File: src/rtl/rsc_pkg.sv
// ----------------------------------------------------------------------------
// rsc_pkg
// Shared types, codes and tables of the reflectance sorter controller.
// ----------------------------------------------------------------------------
package rsc_pkg;

	localparam int LEVEL_W  = 10;
	localparam int CLASS_W  = 2;
	localparam int KIND_W   = 2;
	localparam int DIR_W    = 2;
	localparam int STEPS_W  = 7;
	localparam int COUNT_W  = 16;
	localparam int FLIGHT_W = 5;
	localparam int NCLASS   = 4;
	localparam int CFG_IDX_W = 4;

	// operation codes
	localparam logic [1:0] OP_ENTRY  = 2'd0;
	localparam logic [1:0] OP_SAMPLE = 2'd1;
	localparam logic [1:0] OP_EXIT   = 2'd2;

	// result kinds
	localparam logic [KIND_W-1:0] KIND_CLASS = 2'd0;
	localparam logic [KIND_W-1:0] KIND_HALT  = 2'd1;
	localparam logic [KIND_W-1:0] KIND_MOVE  = 2'd2;
	localparam logic [KIND_W-1:0] KIND_EMPTY = 2'd3;

	// turn directions
	localparam logic [DIR_W-1:0] DIR_NONE = 2'd0;
	localparam logic [DIR_W-1:0] DIR_CW   = 2'd1;
	localparam logic [DIR_W-1:0] DIR_CCW  = 2'd2;

	localparam logic [STEPS_W-1:0] STEPS_ONE = 7'd50;
	localparam logic [STEPS_W-1:0] STEPS_TWO = 7'd100;

	localparam logic [LEVEL_W-1:0]  LEVEL_MAX  = 10'h3ff;
	localparam logic [COUNT_W-1:0]  COUNT_MAX  = 16'hffff;
	localparam logic [FLIGHT_W-1:0] FLIGHT_MAX = 5'd31;
	localparam logic [CLASS_W-1:0]  BIN_RESET  = 2'd3;

	// number of configuration registers
	localparam logic [CFG_IDX_W-1:0] CFG_COUNT = 4'd8;

	// item handed from the decision stage to the tray stage
	typedef struct packed {
		logic                has_res;
		logic [KIND_W-1:0]   kind;
		logic [CLASS_W-1:0]  cls;
		logic                pop;
		logic [FLIGHT_W-1:0] flight;
	} rsc_tok_t;

	// position of each bin in clockwise order 3,0,2,1
	function automatic logic [1:0] bin_pos(input logic [CLASS_W-1:0] bin);
		logic [1:0] p;
		case (bin)
			2'd0: p = 2'd1;
			2'd1: p = 2'd3;
			2'd2: p = 2'd2;
			2'd3: p = 2'd0;
			default: p = 2'd0;
		endcase
		return p;
	endfunction

endpackage

File: src/rtl/rsc_class_queue.sv
// ----------------------------------------------------------------------------
// rsc_class_queue
// Class FIFO held in a synchronous memory with registered read data.
// ----------------------------------------------------------------------------
module rsc_class_queue #(
	parameter int DEPTH = 16
) (
	input  logic                         clk,
	input  logic                         arst_n,
	input  logic                         push,
	input  logic [rsc_pkg::CLASS_W-1:0]  push_data,
	input  logic                         pop,
	output logic [rsc_pkg::CLASS_W-1:0]  rd_data,
	output logic                         empty,
	output logic                         full
);

	localparam int AW = (DEPTH > 1) ? $clog2(DEPTH) : 1;
	localparam int FW = $clog2(DEPTH + 1);
	localparam logic [AW-1:0] LAST = AW'(DEPTH - 1);

	logic [rsc_pkg::CLASS_W-1:0] mem [DEPTH];
	logic [AW-1:0] head_q;
	logic [AW-1:0] tail_q;
	logic [FW-1:0] fill_q;
	logic [rsc_pkg::CLASS_W-1:0] rd_q;

	assign empty   = (fill_q == '0);
	assign full    = (fill_q == FW'(DEPTH));
	assign rd_data = rd_q;

	// memory write and registered read
	always_ff @(posedge clk) begin
		if (push) begin
			mem[tail_q] <= push_data;
		end
		if (pop) begin
			rd_q <= mem[head_q];
		end
	end

	// pointers and fill level
	always_ff @(posedge clk or negedge arst_n) begin
		if (!arst_n) begin
			head_q <= '0;
			tail_q <= '0;
			fill_q <= '0;
		end else begin
			if (push) begin
				tail_q <= (tail_q == LAST) ? '0 : tail_q + AW'(1);
			end
			if (pop) begin
				head_q <= (head_q == LAST) ? '0 : head_q + AW'(1);
			end
			if (push && !pop) begin
				fill_q <= fill_q + FW'(1);
			end else if (pop && !push) begin
				fill_q <= fill_q - FW'(1);
			end
		end
	end

endmodule

File: src/rtl/rsc_classify.sv
// ----------------------------------------------------------------------------
// rsc_classify
// Decision stage: range registers, running minimum, classification, halt
// latch, in-flight count and queue push/pop requests.
// ----------------------------------------------------------------------------
module rsc_classify (
	input  logic                            clk,
	input  logic                            arst_n,
	input  logic                            cfg_valid,
	input  logic [rsc_pkg::CFG_IDX_W-1:0]   cfg_index,
	input  logic [rsc_pkg::LEVEL_W-1:0]     cfg_data,
	input  logic                            fire,
	input  logic [1:0]                      operation,
	input  logic [rsc_pkg::LEVEL_W-1:0]     sample,
	input  logic                            object_present,
	input  logic                            q_empty,
	input  logic                            q_full,
	input  logic                            adv,
	output logic                            q_push,
	output logic [rsc_pkg::CLASS_W-1:0]     q_push_data,
	output logic                            q_pop,
	output logic                            tok_valid_s1,
	output rsc_pkg::rsc_tok_t               tok_s1
);

	logic [rsc_pkg::LEVEL_W-1:0] lo_q [rsc_pkg::NCLASS];
	logic [rsc_pkg::LEVEL_W-1:0] hi_q [rsc_pkg::NCLASS];
	logic [rsc_pkg::LEVEL_W-1:0] min_q;
	logic [rsc_pkg::FLIGHT_W-1:0] flight_q;
	logic halted_q;

	logic [rsc_pkg::LEVEL_W-1:0] min_new;
	logic [rsc_pkg::LEVEL_W-1:0] min_d;
	logic [rsc_pkg::FLIGHT_W-1:0] flight_d;
	logic halted_d;
	logic hit;
	logic [rsc_pkg::CLASS_W-1:0] hit_cls;
	logic push_d;
	logic pop_d;
	rsc_pkg::rsc_tok_t tok_d;

	// configuration writes, indexes past the list are dropped
	always_ff @(posedge clk or negedge arst_n) begin
		if (!arst_n) begin
			for (int i = 0; i < rsc_pkg::NCLASS; i++) begin
				lo_q[i] <= '0;
				hi_q[i] <= '0;
			end
		end else if (cfg_valid && (cfg_index < rsc_pkg::CFG_COUNT)) begin
			if (cfg_index[0]) begin
				hi_q[cfg_index[2:1]] <= cfg_data;
			end else begin
				lo_q[cfg_index[2:1]] <= cfg_data;
			end
		end
	end

	// lowered minimum and first matching range
	always_comb begin
		min_new = (sample < min_q) ? sample : min_q;
		hit     = 1'b0;
		hit_cls = '0;
		for (int i = rsc_pkg::NCLASS - 1; i >= 0; i--) begin
			if ((min_new >= lo_q[i]) && (min_new < hi_q[i])) begin
				hit     = 1'b1;
				hit_cls = rsc_pkg::CLASS_W'(i);
			end
		end
	end

	// per-operation decision
	always_comb begin
		min_d    = min_q;
		flight_d = flight_q;
		halted_d = halted_q;
		push_d   = 1'b0;
		pop_d    = 1'b0;
		tok_d.has_res = 1'b0;
		tok_d.kind    = rsc_pkg::KIND_CLASS;
		tok_d.cls     = '0;
		tok_d.pop     = 1'b0;
		if (halted_q) begin
			tok_d.has_res = 1'b1;
			tok_d.kind    = rsc_pkg::KIND_HALT;
		end else begin
			case (operation)
				rsc_pkg::OP_ENTRY: begin
					min_d = rsc_pkg::LEVEL_MAX;
					if (flight_q != rsc_pkg::FLIGHT_MAX) begin
						flight_d = flight_q + rsc_pkg::FLIGHT_W'(1);
					end
				end
				rsc_pkg::OP_SAMPLE: begin
					min_d = min_new;
					if (!object_present) begin
						tok_d.has_res = 1'b1;
						if (!hit) begin
							halted_d   = 1'b1;
							tok_d.kind = rsc_pkg::KIND_HALT;
						end else begin
							push_d     = !q_full;
							tok_d.kind = rsc_pkg::KIND_CLASS;
							tok_d.cls  = hit_cls;
						end
					end
				end
				rsc_pkg::OP_EXIT: begin
					tok_d.has_res = 1'b1;
					if (q_empty) begin
						tok_d.kind = rsc_pkg::KIND_EMPTY;
					end else begin
						pop_d      = 1'b1;
						tok_d.kind = rsc_pkg::KIND_MOVE;
						tok_d.pop  = 1'b1;
						if (flight_q != '0) begin
							flight_d = flight_q - rsc_pkg::FLIGHT_W'(1);
						end
					end
				end
				default: begin
				end
			endcase
		end
		tok_d.flight = flight_d;
	end

	assign q_push      = fire && push_d;
	assign q_pop       = fire && pop_d;
	assign q_push_data = hit_cls;

	// control state
	always_ff @(posedge clk or negedge arst_n) begin
		if (!arst_n) begin
			min_q        <= rsc_pkg::LEVEL_MAX;
			flight_q     <= '0;
			halted_q     <= 1'b0;
			tok_valid_s1 <= 1'b0;
		end else begin
			if (fire) begin
				min_q    <= min_d;
				flight_q <= flight_d;
				halted_q <= halted_d;
			end
			if (fire) begin
				tok_valid_s1 <= 1'b1;
			end else if (adv) begin
				tok_valid_s1 <= 1'b0;
			end
		end
	end

	// stage register payload
	always_ff @(posedge clk) begin
		if (fire) begin
			tok_s1 <= tok_d;
		end
	end

endmodule

File: src/rtl/rsc_tray.sv
// ----------------------------------------------------------------------------
// rsc_tray
// Tray stage: turn from the current bin, per-class counts and the output
// register of the result channel.
// ----------------------------------------------------------------------------
module rsc_tray (
	input  logic                         clk,
	input  logic                         arst_n,
	input  logic                         tok_valid_s1,
	input  rsc_pkg::rsc_tok_t            tok_s1,
	input  logic [rsc_pkg::CLASS_W-1:0]  rd_data,
	output logic                         adv,
	output logic                         m_tvalid,
	input  logic                         m_tready,
	output logic [31:0]                  m_tdata,
	output logic [1:0]                   m_tuser
);

	logic [rsc_pkg::COUNT_W-1:0] counts_q [rsc_pkg::NCLASS];
	logic [rsc_pkg::CLASS_W-1:0] bin_q;
	logic out_valid_q;
	logic [31:0] data_q;
	logic [1:0]  kind_q;

	logic [rsc_pkg::CLASS_W-1:0] sel;
	logic [rsc_pkg::COUNT_W-1:0] cnt_cur;
	logic [rsc_pkg::COUNT_W-1:0] cnt_inc;
	logic [1:0] diff;
	logic [rsc_pkg::DIR_W-1:0]   dir;
	logic [rsc_pkg::STEPS_W-1:0] steps;
	logic [rsc_pkg::CLASS_W-1:0] o_cls;
	logic [rsc_pkg::COUNT_W-1:0] o_cnt;
	logic fire_s1;

	assign adv     = !out_valid_q || m_tready;
	assign fire_s1 = tok_valid_s1 && adv;

	// count lookup and tray turn
	always_comb begin
		sel     = tok_s1.pop ? rd_data : tok_s1.cls;
		cnt_cur = counts_q[sel];
		cnt_inc = (cnt_cur == rsc_pkg::COUNT_MAX) ? cnt_cur
			: cnt_cur + rsc_pkg::COUNT_W'(1);
		diff = rsc_pkg::bin_pos(sel) - rsc_pkg::bin_pos(bin_q);
		case (diff)
			2'd0: begin dir = rsc_pkg::DIR_NONE; steps = '0; end
			2'd1: begin dir = rsc_pkg::DIR_CW;   steps = rsc_pkg::STEPS_ONE; end
			2'd2: begin dir = rsc_pkg::DIR_CW;   steps = rsc_pkg::STEPS_TWO; end
			default: begin dir = rsc_pkg::DIR_CCW; steps = rsc_pkg::STEPS_ONE; end
		endcase
		o_cls = '0;
		o_cnt = '0;
		case (tok_s1.kind)
			rsc_pkg::KIND_CLASS: begin
				o_cls = sel;
				o_cnt = cnt_cur;
				dir   = rsc_pkg::DIR_NONE;
				steps = '0;
			end
			rsc_pkg::KIND_MOVE: begin
				o_cls = sel;
				o_cnt = cnt_inc;
			end
			default: begin
				dir   = rsc_pkg::DIR_NONE;
				steps = '0;
			end
		endcase
	end

	// bin and count state, output valid
	always_ff @(posedge clk or negedge arst_n) begin
		if (!arst_n) begin
			for (int i = 0; i < rsc_pkg::NCLASS; i++) begin
				counts_q[i] <= '0;
			end
			bin_q       <= rsc_pkg::BIN_RESET;
			out_valid_q <= 1'b0;
		end else begin
			if (fire_s1 && tok_s1.pop) begin
				counts_q[sel] <= cnt_inc;
				bin_q         <= sel;
			end
			if (adv) begin
				out_valid_q <= tok_valid_s1 && tok_s1.has_res;
			end
		end
	end

	// output payload register
	always_ff @(posedge clk) begin
		if (fire_s1 && tok_s1.has_res) begin
			kind_q <= tok_s1.kind;
			data_q <= {tok_s1.flight, o_cnt, steps, dir, o_cls};
		end
	end

	assign m_tvalid = out_valid_q;
	assign m_tdata  = data_q;
	assign m_tuser  = kind_q;

endmodule

File: src/rtl/reflectance_sorter_controller.sv
// Each result passes the decision stage register and then the output register.
// Throughput: one item per cycle unless the output stalls; the class memory is
// read with the pop and the count and bin update in the next stage keep pace.
// Reset: arst_n clears pointers, counts, control registers and flags at once;
// the class memory is not cleared and no entry is read before it is written.
// ----------------------------------------------------------------------------
// reflectance_sorter_controller
// Conveyor sorter: classifies objects by minimum reflectance, queues the
// classes and reports tray turns at the exit.
// ----------------------------------------------------------------------------
module reflectance_sorter_controller #(
	parameter int QUEUE_DEPTH = 16
) (
	input  logic        clk,
	input  logic        arst_n,
	// configuration write channel
	input  logic        cfg_valid,
	output logic        cfg_ready,
	input  logic [3:0]  cfg_index,
	input  logic [9:0]  cfg_data,
	// input items
	input  logic        s_tvalid,
	output logic        s_tready,
	input  logic [15:0] s_tdata,   // sample[9:0], object_present[10], zero fill
	input  logic [1:0]  s_tuser,   // operation[1:0]
	// result items
	output logic        m_tvalid,
	input  logic        m_tready,
	output logic [31:0] m_tdata,   // object_class[1:0], turn_direction[3:2],
	                               // turn_steps[10:4], class_count[26:11],
	                               // in_flight[31:27]
	output logic [1:0]  m_tuser    // result_kind[1:0]
);

	logic fire;
	logic adv;
	logic q_push;
	logic q_pop;
	logic q_empty;
	logic q_full;
	logic [rsc_pkg::CLASS_W-1:0] q_push_data;
	logic [rsc_pkg::CLASS_W-1:0] q_rd_data;
	logic tok_valid_s1;
	rsc_pkg::rsc_tok_t tok_s1;

	// input transaction handshake
	assign cfg_ready = 1'b1;
	assign s_tready  = !tok_valid_s1 || adv;
	assign fire      = s_tvalid && s_tready;

	rsc_classify u_classify (
		.clk            (clk),
		.arst_n         (arst_n),
		.cfg_valid      (cfg_valid),
		.cfg_index      (cfg_index),
		.cfg_data       (cfg_data),
		.fire           (fire),
		.operation      (s_tuser),
		.sample         (s_tdata[9:0]),
		.object_present (s_tdata[10]),
		.q_empty        (q_empty),
		.q_full         (q_full),
		.adv            (adv),
		.q_push         (q_push),
		.q_push_data    (q_push_data),
		.q_pop          (q_pop),
		.tok_valid_s1   (tok_valid_s1),
		.tok_s1         (tok_s1)
	);

	rsc_class_queue #(
		.DEPTH (QUEUE_DEPTH)
	) u_queue (
		.clk       (clk),
		.arst_n    (arst_n),
		.push      (q_push),
		.push_data (q_push_data),
		.pop       (q_pop),
		.rd_data   (q_rd_data),
		.empty     (q_empty),
		.full      (q_full)
	);

	rsc_tray u_tray (
		.clk          (clk),
		.arst_n       (arst_n),
		.tok_valid_s1 (tok_valid_s1),
		.tok_s1       (tok_s1),
		.rd_data      (q_rd_data),
		.adv          (adv),
		.m_tvalid     (m_tvalid),
		.m_tready     (m_tready),
		.m_tdata      (m_tdata),
		.m_tuser      (m_tuser)
	);

endmodule

File: config.mk
export PLATFORM = sky130hd
export DESIGN_NAME = reflectance_sorter_controller
export DESIGN_NICKNAME = d
export VERILOG_FILES = /design/src/rtl/rsc_pkg.sv /design/src/rtl/rsc_class_queue.sv /design/src/rtl/rsc_classify.sv /design/src/rtl/rsc_tray.sv /design/src/rtl/reflectance_sorter_controller.sv
export SDC_FILE = /design/constraint.sdc
export NUM_CORES = 1
export LEC_CHECK = 0
export BUFFER_PORTS_ARGS = -buffer_cell sky130_fd_sc_hd__buf_2
export CORE_MARGIN = 4
export CORE_UTILIZATION = 40
export CTS_CLUSTER_DIAMETER = 50
export CTS_CLUSTER_SIZE = 16
export DETAILED_ROUTE_END_ITERATION = 16
export SYNTH_ARGS = -nofsm -noshare
export SYNTH_HDL_FRONTEND = slang
export SYNTH_SLANG_ARGS = --single-unit
File: constraint.sdc
create_clock -name clk -period 6.1 [get_ports clk]
set_input_delay 0.915 -clock clk [delete_from_list [all_inputs] [get_ports clk]]
set_output_delay 0.915 -clock clk [all_outputs]
set_load 0.005 [all_outputs]
After elaboration in Yosys (flattened, before gate mapping):

Memories as Yosys holds them, arrays and structs flattened. A register that Yosys moved wholly into a read port is not among the register bits.
Index checks and enable logic that the tools add are counted.

* bits in registers: 222
* memory bits (writable): 32
* input port bits: 37
* output and inout port bits: 37
* word-level logic and storage cells: 170
* memories kept: 1

Memory list
* u_queue.mem: depth 16, bits a word 2, rd ports 1, clocked after memory_dff 1, wr ports 1, line rsc_class_queue.sv:22 `logic [rsc_pkg::CLASS_W-1:0] mem [DEPTH];`

* add/sub/neg operators: 8
* magnitude comparators: 14
* equality and inequality tests: 16
* multiplexer cells: 56
* bitwise logic cells: 6
* reduce and logical (&&, ||, !) cells: 39

Operators by type and width (number)
* bitwise mux 40 bit: 2
* bitwise mux 64 bit: 1
* two-way mux 16 bit: 4
* less-than comparator 10 bit: 5
* greater-or-equal comparator 10 bit: 4
* two-way mux 5 bit: 7
* binary-select mux 16 bit (select 2 bit): 1
* demux 16 bit (select 2 bit): 1
* one-hot mux 16 bit (2 select lines): 1
* two-way mux 1 bit: 21
* demux 10 bit (select 2 bit): 1
* two-way mux 10 bit: 2
* one-hot mux 10 bit (2 select lines): 1
* adder 16 x 1 -> 16 bit, second input constant: 1
* == test 16 bit, second input constant: 1
* logical AND 1 bit: 16
* one-hot mux 2 bit (4 select lines): 2
* == test 2 bit, second input constant: 7
* one-hot mux 7 bit (2 select lines): 1
* two-way mux 2 bit: 6
* adder 5 x 1 -> 5 bit, second input constant: 2
* zero test 2 bit: 5
* one-hot mux 5 bit (2 select lines): 1
* subtractor 5 x 1 -> 5 bit, second input constant: 2
* 23 further kinds: 44

Logic depth before layout (Yosys ltp):

Gate-level depths: netlist (run 1).

* word-level depth: 17
* mapped depth: 24
* gate-level depth less buffers: 23

Cells and area by module:

A second synthesis (run 1) with hierarchy kept.

* cells, all modules: 1299
* area, all modules: 14102.3 um^2

By module, submodules not included
* rsc_classify: times used 1, cells an instance 645, area an instance 6610.1 um^2, sequential area each 2770.2 um^2
* rsc_tray: times used 1, cells an instance 493, area an instance 5293.8 um^2, sequential area each 2580.0 um^2
* rsc_class_queue: times used 1, cells an instance 157, area an instance 2164.6 um^2, sequential area each 1346.3 um^2
* reflectance_sorter_controller: times used 1, cells an instance 4, area an instance 33.8 um^2, sequential area each 0.0 um^2

Worst setup path before layout (run 1):

No wires, ideal clock.

* path type: input -> register
* from: input s_tdata[7]
* to: register u_queue.fill_q[4]
* setup time: 0.123 ns
* arrival time: 5.371 ns
* required time: 5.977 ns
* path slack: 0.606 ns
* cell stages on the path: 23
* buffers on the path: 1
* path through: ha_1 a211o_1 a21oi_1 o31a_1 nand2_1 mux2_2 ha_1 a21o_1 a21o_1 a221o_1 nand2_1 and4_1 a22oi_1 a21oi_1 clkbuf_1 ha_1 inv_1 fa_1 a21o_1 a21oi_1 xnor2_1 nor2_1 xnor2_1

* word-level cells in the longest chain between the ends: 16
* elaborated cells between the ends (all ways): 28
* classes of those cells: order compare (9); mux (10); reduce/logical (9)

RTL lines
* start: declaration: line reflectance_sorter_controller.sv:24 `input logic [15:0] s_tdata,`
* less-than comparator 10 bit: line rsc_classify.sv:60 `min_new = (sample < min_q) ? sample : min_q;`
* two-way mux 10 bit *: line rsc_classify.sv:60
* greater-or-equal comparator 10 bit or less-than comparator 10 bit (tied branches): line rsc_classify.sv:64 `if ((min_new >= lo_q[i]) && (min_new < hi_q[i])) begin`
* logical AND 1 bit: line rsc_classify.sv:64
* two-way mux 1 bit (3 in a row): line rsc_classify.sv:64
* two-way mux 1 bit *: line rsc_classify.sv:64
* two-way mux 1 bit *: line rsc_classify.sv:97 `if (!hit) begin`
* two-way mux 1 bit *: line rsc_classify.sv:95 `if (!object_present) begin`
* two-way mux 1 bit *: line rsc_classify.sv:86 `case (operation)`
* two-way mux 1 bit *: line rsc_classify.sv:82 `if (halted_q) begin`
* logical AND 1 bit *: line rsc_classify.sv:127 `assign q_push = fire && push_d;`
* net q_push: line reflectance_sorter_controller.sv:37 `logic q_push;`
* zero test 1 bit: line rsc_class_queue.sv:57 `end else if (pop && !push) begin`
* logical AND 1 bit: line rsc_class_queue.sv:57
* nonzero test 2 bit (no line)
* end signal: assignment: line rsc_class_queue.sv:56 `fill_q <= fill_q + FW'(1);`
* end signal: assignment: line rsc_class_queue.sv:58 `fill_q <= fill_q - FW'(1);`
* end: declaration: line rsc_class_queue.sv:25 `logic [FW-1:0] fill_q;`

Mark *: on every way through the listed nets, which the timed path passes. The rest lies on a longest branch.
A chain may end at the register's enable or synchronous reset.

Final worst setup path (run 1):

* from: register u_classify.min_q[7] (netlist bit)
* to: register u_queue.fill_q[4]

* word-level cells in the longest chain between the ends: 16
* elaborated cells between the ends (all ways): 28
* classes of those cells: order compare (9); mux (10); reduce/logical (9)

RTL lines
* start: declaration: line rsc_classify.sv:28 `logic [rsc_pkg::LEVEL_W-1:0] min_q;`
* start signal: assignment: line rsc_classify.sv:134 `min_q <= rsc_pkg::LEVEL_MAX;`
* start signal: assignment: line rsc_classify.sv:140 `min_q <= min_d;`
* less-than comparator 10 bit: line rsc_classify.sv:60
* two-way mux 10 bit *: line rsc_classify.sv:60
* greater-or-equal comparator 10 bit or less-than comparator 10 bit (tied branches): line rsc_classify.sv:64
* logical AND 1 bit: line rsc_classify.sv:64
* two-way mux 1 bit (3 in a row): line rsc_classify.sv:64
* two-way mux 1 bit *: line rsc_classify.sv:64
* two-way mux 1 bit *: line rsc_classify.sv:97
* two-way mux 1 bit *: line rsc_classify.sv:95
* two-way mux 1 bit *: line rsc_classify.sv:86
* two-way mux 1 bit *: line rsc_classify.sv:82
* logical AND 1 bit *: line rsc_classify.sv:127
* zero test 1 bit: line rsc_class_queue.sv:57
* logical AND 1 bit: line rsc_class_queue.sv:57
* nonzero test 2 bit (no line)

Every way passes the cells marked *; elsewhere a longest branch is shown, timed or not.

==> qor.csv, run 1 <==
metric;value;unit
outcome;finished, final reports clean;
worst_slew_pin_slew;1.10;ns
fin_tns_setup;0;ns
globalRouteTotalUtil;0.159;
period_minus_slack;5.60;ns
worstSkewPairLatency;0.58;ns
postSynth.asyncResetShare;0.702;
post-cts-setup-buffers;0;
syn_avg_cell_area;11.0;sq um
grt_pass1_wl;49400;microns
synthFlopType;dfrtp_1;
cp_slowest_cell;dfstp_2;
cts_inserted_buffers;30;
fp.dieH;194;microns
core_region_area;0.0338;sq mm
worstPathRequired;6.56;ns
crit_path_frequent_cell;a21oi_1;
p_sw_frac;0.358;
ir_worst_vdd;0.000417;V
fin_util;0.461;
yosysSeqAreaShare;0.486;
holdBufCountCts;0;
reg2reg_to;u_queue.fill_q[4]$_DFFE_PN0P_;
final-setup-viol-count;0;
place_congestion;0.826;
cp-start-kind;register;
synth_area;0.0138;sq mm
ys_ff_latch;252;
cts_tree;built;
cp_max_fo;9;
max_stage_delay;0.53;ns
maxSlewViolCount;0;
cp_cell_sequence;inv_1, ha_1, a211o_1, a21oi_1, o31a_1, nand2_1, mux2_2, ha_1, nand4_1, nor2_1, a221oi_1, o211ai_1, a21oi_1, a22oi_1, a21oi_1, ha_1, inv_1, fa_1, a21o_1, a21oi_1, xnor2_1, nor2_1, xnor2_1;
fmax;179;MHz
wl_per_cell;16.7;microns
grt_overflow;0;
rr_startpoint;u_classify.min_q[7]$_DFFE_PN1P_;
syn_inst;1247;
synth.distinct_cells;78;
antenna_found_initial;0;
p_total;6620;uW
htreeDepth;1;
grt_pass1_vias;9397;
slew_headroom;0.261;
dpl.hpwl;20700;microns
synthMuxAreaShare;0.128;
worst-endpoint-arrival;6.06;ns
yosys.area_share.simple;0.111;
crit_family;compound AO/OA/AOI/OAI gates;
netSwitchingPower;2370;uW
rsz0062_at_grt;false;
p_per_area;425;mW/mm^2
synth_xor_area_frac;0.0210;
clk_pin_slew;0.06;ns
p_int;4250;uW
synth_fa_ha_area_frac;0.101;
clockBufferDepth;3;
cts_root_buf;clkbuf_16;
crit_type;reg -> reg;
die_x;194;microns
placed_area;0.0146;sq mm
final-hold-violation-count;0;
setup.worst_path.end_class;register;
post_drt_via_cell_ratio;5.20;
ff2ff_setup_slack;0.50;ns
fin_nets;1453;
grt_max_degree;119;
hold_path_class;in -> async;
drc;0;
pwr-share-seq;0.369;
reg2reg_depth;23;
num_vias;9239;
cts.sinks;252;
synth_edf_count;75;
port-buffer-count;65;
yosys_warnings;0;
crit_buf_inv;2;
maxCapViolCount;0;
layout.cells.non_filler;1777;
initial_utilization;0.408;
areaGrowthSynthToFinish;13.2;%
fin_skew;0.0249;ns
finalWirelength;29600;microns
drtIter0Drc;531;
synth_top_family_by_area;multiplexers;
drtAntennaViolNets;0;
p_leak;0.00683;uW
cts_resized;0;
diodes;0;
layout-drive-gt1-share;0.199;
fillers;3122;
p_comb_frac;0.357;
finalInstanceArea;0.0156;sq mm
post-route-period-util;0.917;
dr.pass1.iters;6;
rows;67;
ios;74;
dieArea;0.0375;sq mm
synth_compound_gate_area_share;0.104;
dp_cells;1721;
clock_power_share;0.274;
-- registers in the layout (all words and copies together), names as in the netlist, 10 cells and up --
register           flops
u_classify.min_q      10
u_classify.tok_s1     11
u_classify.lo_q       40
u_queue.mem           32
u_tray.counts_q       64
u_classify.hi_q       40
u_tray.m_tdata        28
-- routing by layer --
| layer | up-vias | global-route usage | share of wire |
|---|---|---|---|
| met3 | 44 | 0.0261 | 0.035 |
| met5 | - | 0 | 0 |
| met2 | 147 | 0.266 | 0.48 |
| met1 | 4487 | 0.217 | 0.47 |
| li1 | 4561 | - | - |
| met4 | 0 | 0.0362 | 0.023 |
-- synth_stat cells (3+ instances only) --
master,number,area share
a2111oi_0,3,0.0019
a211oi_1,13,0.0071
a21o_1,10,0.0054
a21oi_1,33,0.012
a22oi_1,5,0.0027
a311oi_1,3,0.0019
a31oi_1,5,0.0023
and2_1,5,0.0023
and4_1,10,0.0064
and4b_1,8,0.0058
buf_2,3,0.0011
buf_4,9,0.0049
clkbuf_1,38,0.010
dfrtp_1,165,0.30
dfstp_2,12,0.023
edfxtp_1,75,0.16
ha_1,110,0.10
inv_1,106,0.029
mux2_2,89,0.073
mux2i_1,50,0.036
mux2i_2,5,0.0050
mux4_2,6,0.0098
nand2_1,121,0.033
nand2b_1,14,0.0064
nand3_1,10,0.0036
nand3b_1,6,0.0033
nand4_1,10,0.0045
nor2_1,49,0.013
nor2b_1,12,0.0054
nor3_1,16,0.0058
nor3_2,6,0.0044
nor3b_1,7,0.0038
nor4bb_1,4,0.0029
o2111ai_1,3,0.0019
o211ai_1,6,0.0033
o21a_1,7,0.0038
o21ai_0,121,0.044
o21ai_1,6,0.0022
o22ai_1,4,0.0018
or3_1,3,0.0014
xnor2_1,27,0.017
xor2_1,6,0.0038
-- layout by cell type, fill, tap and decap left out, types with 6 or more instances in the layout --
master,instances
a211oi_1,13
a21o_1,10
a21oi_1,33
and4_1,10
and4b_1,8
buf_2,64
buf_4,13
clkbuf_16,30
dfrtp_1,165
dfstp_2,12
edfxtp_1,75
ha_1,110
inv_1,106
inv_6,6
mux2_2,89
mux2i_1,49
mux4_2,6
nand2_1,121
nand2b_1,14
nand3_1,10
nand3b_1,6
nand4_1,10
nor2_1,49
nor2b_1,12
nor3_1,16
nor3_2,6
o211ai_1,6
o21a_1,7
o21ai_0,121
o21ai_1,6
xnor2_1,27
xor2_1,6
-- worst max path at each step --
stage                                     from                            end  slack, ns  depth (start not counted)
2_1_floorplan                       s_tdata[7]  u_queue.fill_q[4]$_DFFE_PN0P_       0.61                         23
3_3_place_gp                        s_tdata[7]  u_queue.fill_q[4]$_DFFE_PN0P_       0.15                         23
3_5_place_dp                        s_tdata[7]  u_queue.fill_q[4]$_DFFE_PN0P_       0.04                         23
4_1_cts        u_classify.min_q[7]$_DFFE_PN1P_  u_queue.fill_q[4]$_DFFE_PN0P_       0.52                         23
5_1_grt        u_classify.min_q[7]$_DFFE_PN1P_  u_queue.fill_q[4]$_DFFE_PN0P_       0.13                         23
6_report       u_classify.min_q[7]$_DFFE_PN1P_  u_queue.fill_q[4]$_DFFE_PN0P_       0.50                         23
-- power groups by stage --
stage	sequential (uW)	clock, uW	combinational (uW)
floorplan	2360	0	1730
global placement	2470	0	2330
detailed placement	2480	0	2380
CTS	2450	1870	2400
global route	2490	1940	2720
finish	2450	1810	2360
-- kinds of logic after synthesis --
kind of cell	count (synthesis)
buffers and inverters	161
other	2
flip-flops	252
adder cells (fa/ha/maj)	111
multiplexers	153
AO/OA/AOI/OAI	240
AND/OR/NAND/NOR	295
XOR/XNOR	33
-- area by class of cell --
| class | instances | area [sq um] | area share |
|---|---|---|---|
| Clock inverter | 23 | 249 | 0.0160 |
| Clock buffer | 33 | 772 | 0.0495 |
| Multi-Input combinational cell | 835 | 6460 | 0.414 |
| Timing Repair Buffer | 79 | 449 | 0.0288 |
| Inverter | 107 | 402 | 0.0258 |
| Sequential cell | 252 | 6700 | 0.430 |
| Tap cell | 448 | 561 | 0.0360 |
-- per-stage QoR --
step                hold slack (ns)  setup WS (ns)
finish                        0.310          0.503
floorplan                     0.400          0.606
global placement              0.406          0.145
global route                  0.352          0.131
CTS                           0.327          0.518
detailed placement            0.406         0.0428
-- worst reg2reg max path, delay by kind of cell (launching register included) --
| kind | cells | cell delay (ns) |
|---|---|---|
| DFF | 1 | 0.53 |
| and+or+nand+nor | 4 | 0.59 |
| AOI/OAI and AO/OA | 10 | 2.22 |
| buffers and inverters | 2 | 0.16 |
| adders and majority gates | 4 | 1.27 |
| muxes | 1 | 0.49 |
| xor gates and xnor gates | 2 | 0.26 |
Power figures use the tool's default switching activity.
==> run 2: changes to the inputs <==
- ABC_AREA: not set -> 1
- CTS_CLUSTER_DIAMETER: 50 -> not set
- clock period: 6.1 -> 5.35 ns (I/O delays scaled with it)
==> run 2 against run 1 <==
Setup slack gained 0.021 ns. Final cell count increased by 23%. Fmax rose by 16%. Final area shrank 0.12%. Highest routed layer unchanged. Clock skew shrank 0.0040 ns. Synthesized cell count up 32%. Routed wire length is 8.8% higher. Sequential share of layout area increased by 0.052 points. Combinational power decreased by 32%. Largest power group unchanged.
==> qor.csv, run 2 <==
metric;value;unit;change
p_comb_frac;0.260;;-0.097
core_region_area;0.0337;sq mm;-0.25%
cp-start-kind;register;;
cp_max_fo;16;;+7
fin_skew;0.0209;ns;-0.00398 ns
final-setup-viol-count;0;;unchanged
syn_avg_cell_area;8.39;sq um;-24%
fin_tns_setup;0;ns;unchanged
hold_path_class;in -> async;;
synth.distinct_cells;48;;-38%
finalWirelength;32300;microns;+8.8%
crit_type;reg -> reg;;
synth_edf_count;75;;unchanged
clock_power_share;0.316;;+0.042
p_sw_frac;0.323;;-0.0351
yosys.area.top_type;dfrtp_1;;
grt_pass1_wl;53800;microns;+8.9%
p_per_area;395;mW/mm^2;-7.0%
slew_headroom;0.215;;-0.0458
synth.most_common_cell;nand2_1;;
synth.top_cell.area_share;0.300;;about the same
multiInputGateArea;0.00607;sq mm;-6.0%
seq_area;0.00670;sq mm;unchanged
crit_path_frequent_cell;nand2_1;;
top_register;u_tray.counts_q;;
post-cts-setup-buffers;0;;unchanged
pwr-share-seq;0.424;;+0.055
clk_pin_slew;0.06;ns;about the same
postSynth.asyncResetShare;0.702;;unchanged
synth_area;0.0138;sq mm;about the same
fin_util;0.462;;+0.000591
worstSkewPairLatency;0.55;ns;-0.03 ns
synth_area_leaders;dfrtp_1 (30%), edfxtp_1 (16%), nand2_1 (14%);;
die_x;193;microns;about the same
dr.pass1.iters;5;;-1
rsz0062_at_grt;false;;
ys_ff_latch;252;;unchanged
antenna_found_initial;0;;unchanged
port-buffer-count;65;;unchanged
num_vias;10700;;+16%
grt_overflow;0;;unchanged
worst-endpoint-arrival;5.24;ns;-0.82 ns
rows;67;;unchanged
period_minus_slack;4.83;ns;-0.771 ns
final_common_cell;nand2_1;;
syn_inst;1640;;+32%
setup.worst_path.end_class;register;;
ir_worst_vdd;0.000245;V;-41%
maxCapViolCount;0;;unchanged
drtAntennaViolNets;0;;unchanged
reg_top3;u_tray.counts_q: 64 flops, u_classify.hi_q: 40 flops, u_classify.lo_q: 40 flops;;
cts.sinks;252;;unchanged
cts_tree;built;;
fp.dieH;193;microns;about the same
fin_nets;1862;;+28%
cp_slowest_cell;dfstp_2;;
synth_xor_area_frac;0.00573;;-0.0153
cts_root_buf;clkbuf_16;;
globalRouteTotalUtil;0.171;;+0.0120
maxSlewViolCount;0;;unchanged
htreeDepth;1;;unchanged
synth_fa_ha_area_frac;0.101;;about the same
ff2ff_setup_slack;0.52;ns;+0.02 ns
netSwitchingPower;1980;uW;-16%
synth_top_family_by_area;simple AND/OR/NAND/NOR gates;;
p_int;4170;uW;-2.0%
place_congestion;0.811;;-1.9%
dieArea;0.0374;sq mm;about the same
post-route-period-util;0.902;;-0.0156
cts_inserted_buffers;29;;-3.3%
layout-drive-gt1-share;0.112;;-0.0871
max_stage_delay;0.53;ns;about the same
drtIter0Drc;764;;+44%
synthTopCellsByCount;nand2_1 (526), inv_1 (194), dfrtp_1 (165);;
yosys_warnings;0;;unchanged
grt_max_degree;91;;-24%
mostFrequentLayoutCells;nand2_1 (526), inv_1 (194), dfrtp_1 (165);;
yosysSeqAreaShare;0.487;;about the same
p_leak;0.00759;uW;+11%
final-hold-violation-count;0;;unchanged
initial_utilization;0.408;;+0.000606
worst_slew_pin_slew;1.17;ns;+0.0726 ns
diodes;0;;unchanged
post_drt_via_cell_ratio;4.91;;-5.6%
dpl.hpwl;22900;microns;+11%
synthMuxAreaShare;0;;-0.128
worstPathRequired;5.77;ns;-0.79 ns
wl_per_cell;14.8;microns;-11%
fillers;3270;;+4.7%
outcome;finished, final reports clean;;
yosys.area_share.simple;0.227;;+0.116
ios;74;;unchanged
clockBufferDepth;3;;unchanged
largest_reg_flops;64;;unchanged
synth_compound_gate_area_share;0.104;;-0.000259
fmax;207;MHz;+16%
grt_pass1_vias;10400;;+11%
synthFlopType;dfrtp_1;;
areaGrowthSynthToFinish;13.1;%;about the same
drc;0;;unchanged
## run 2: through the flow
| stage | hold WS [ns] | worst slack, ns | area, sq um | cells | power [uW] |
|---|---|---|---|---|---|
| 2_1_floorplan | 0.400 | 0.235 | 13800 | 1641 | 3740 |
| 3_3_place_gp | 0.403 | 0.0250 | 14600 | 2131 | 4170 |
| 5_1_grt | 0.408 | 0.0433 | 15600 | 2184 | 6600 |
| 3_5_place_dp | 0.405 | 0.0538 | 14600 | 2131 | 4230 |
| 6_report | 0.337 | 0.525 | 15600 | 2184 | 6150 |
| 4_1_cts | 0.396 | 0.421 | 15600 | 2184 | 6210 |
## run 2: what timing repair did
item,CTS,global route
hold buffers,0,0
gates resized for setup,0,5
setup endpoints to repair,0,2
## run 2: cells by family after synthesis
logic type / after synthesis
other cells: 2
simple gates: 750
flops: 252
xor+xnor: 9
compound gates: 263
buf+inv: 253
fa+ha+maj: 111
## run 2: power groups by stage
stage	sequential [uW]	clock (uW)	combinational [uW]
2_1_floorplan	2600	0	1140
4_1_cts	2610	2000	1600
3_5_place_dp	2640	0	1590
5_1_grt	2650	2080	1880
3_3_place_gp	2630	0	1540
6_report	2610	1950	1600
## run 2: cell type report
type | count | share of cell area
Clock buffer | 37 | 0.0505
Clock inverter | 16 | 0.00972
Inverter | 205 | 0.0495
Multi-Input combinational cell | 1136 | 0.390
Sequential cell | 252 | 0.430
Tap cell | 448 | 0.0360
Timing Repair Buffer | 90 | 0.0342
## run 2: worst paths after layout
check	cells after the start	start	end
setup / recovery	32	u_classify.min_q[9]$_DFFE_PN1P_	u_queue.fill_q[4]$_DFFE_PN0P_
hold / removal	1	arst_n	u_queue.tail_q[2]$_DFFE_PN0P_
setup reg to reg	32	u_classify.min_q[9]$_DFFE_PN1P_	u_queue.fill_q[4]$_DFFE_PN0P_
hold reg to reg	0	u_classify.tok_s1[3]$_DFFE_PP_	u_tray.m_tdata[30]$_DFFE_PP_
max in group asynchronous	2	arst_n	u_classify.hi_q[29]$_DFFE_PN0P_
min in group clk	0	u_classify.tok_s1[3]$_DFFE_PP_	u_tray.m_tdata[30]$_DFFE_PP_
## run 2: metal layers
layer  share of wire  GRT usage  vias to the layer above
met4           0.022     0.0435                        0
met5               0          0                        -
met2            0.47      0.287                      178
met3           0.033     0.0205                       48
met1            0.48      0.236                     5006
li1                -          -                     5486
## run 2: critical path: cells and delay by family, from the launching register on
| family | cells | cell delay, ns |
|---|---|---|
| compound gates | 3 | 0.32 |
| xor+xnor | 1 | 0.13 |
| fa+ha+maj | 4 | 1.18 |
| buf+inv | 7 | 0.76 |
| flops | 1 | 0.53 |
| simple gates | 17 | 1.77 |
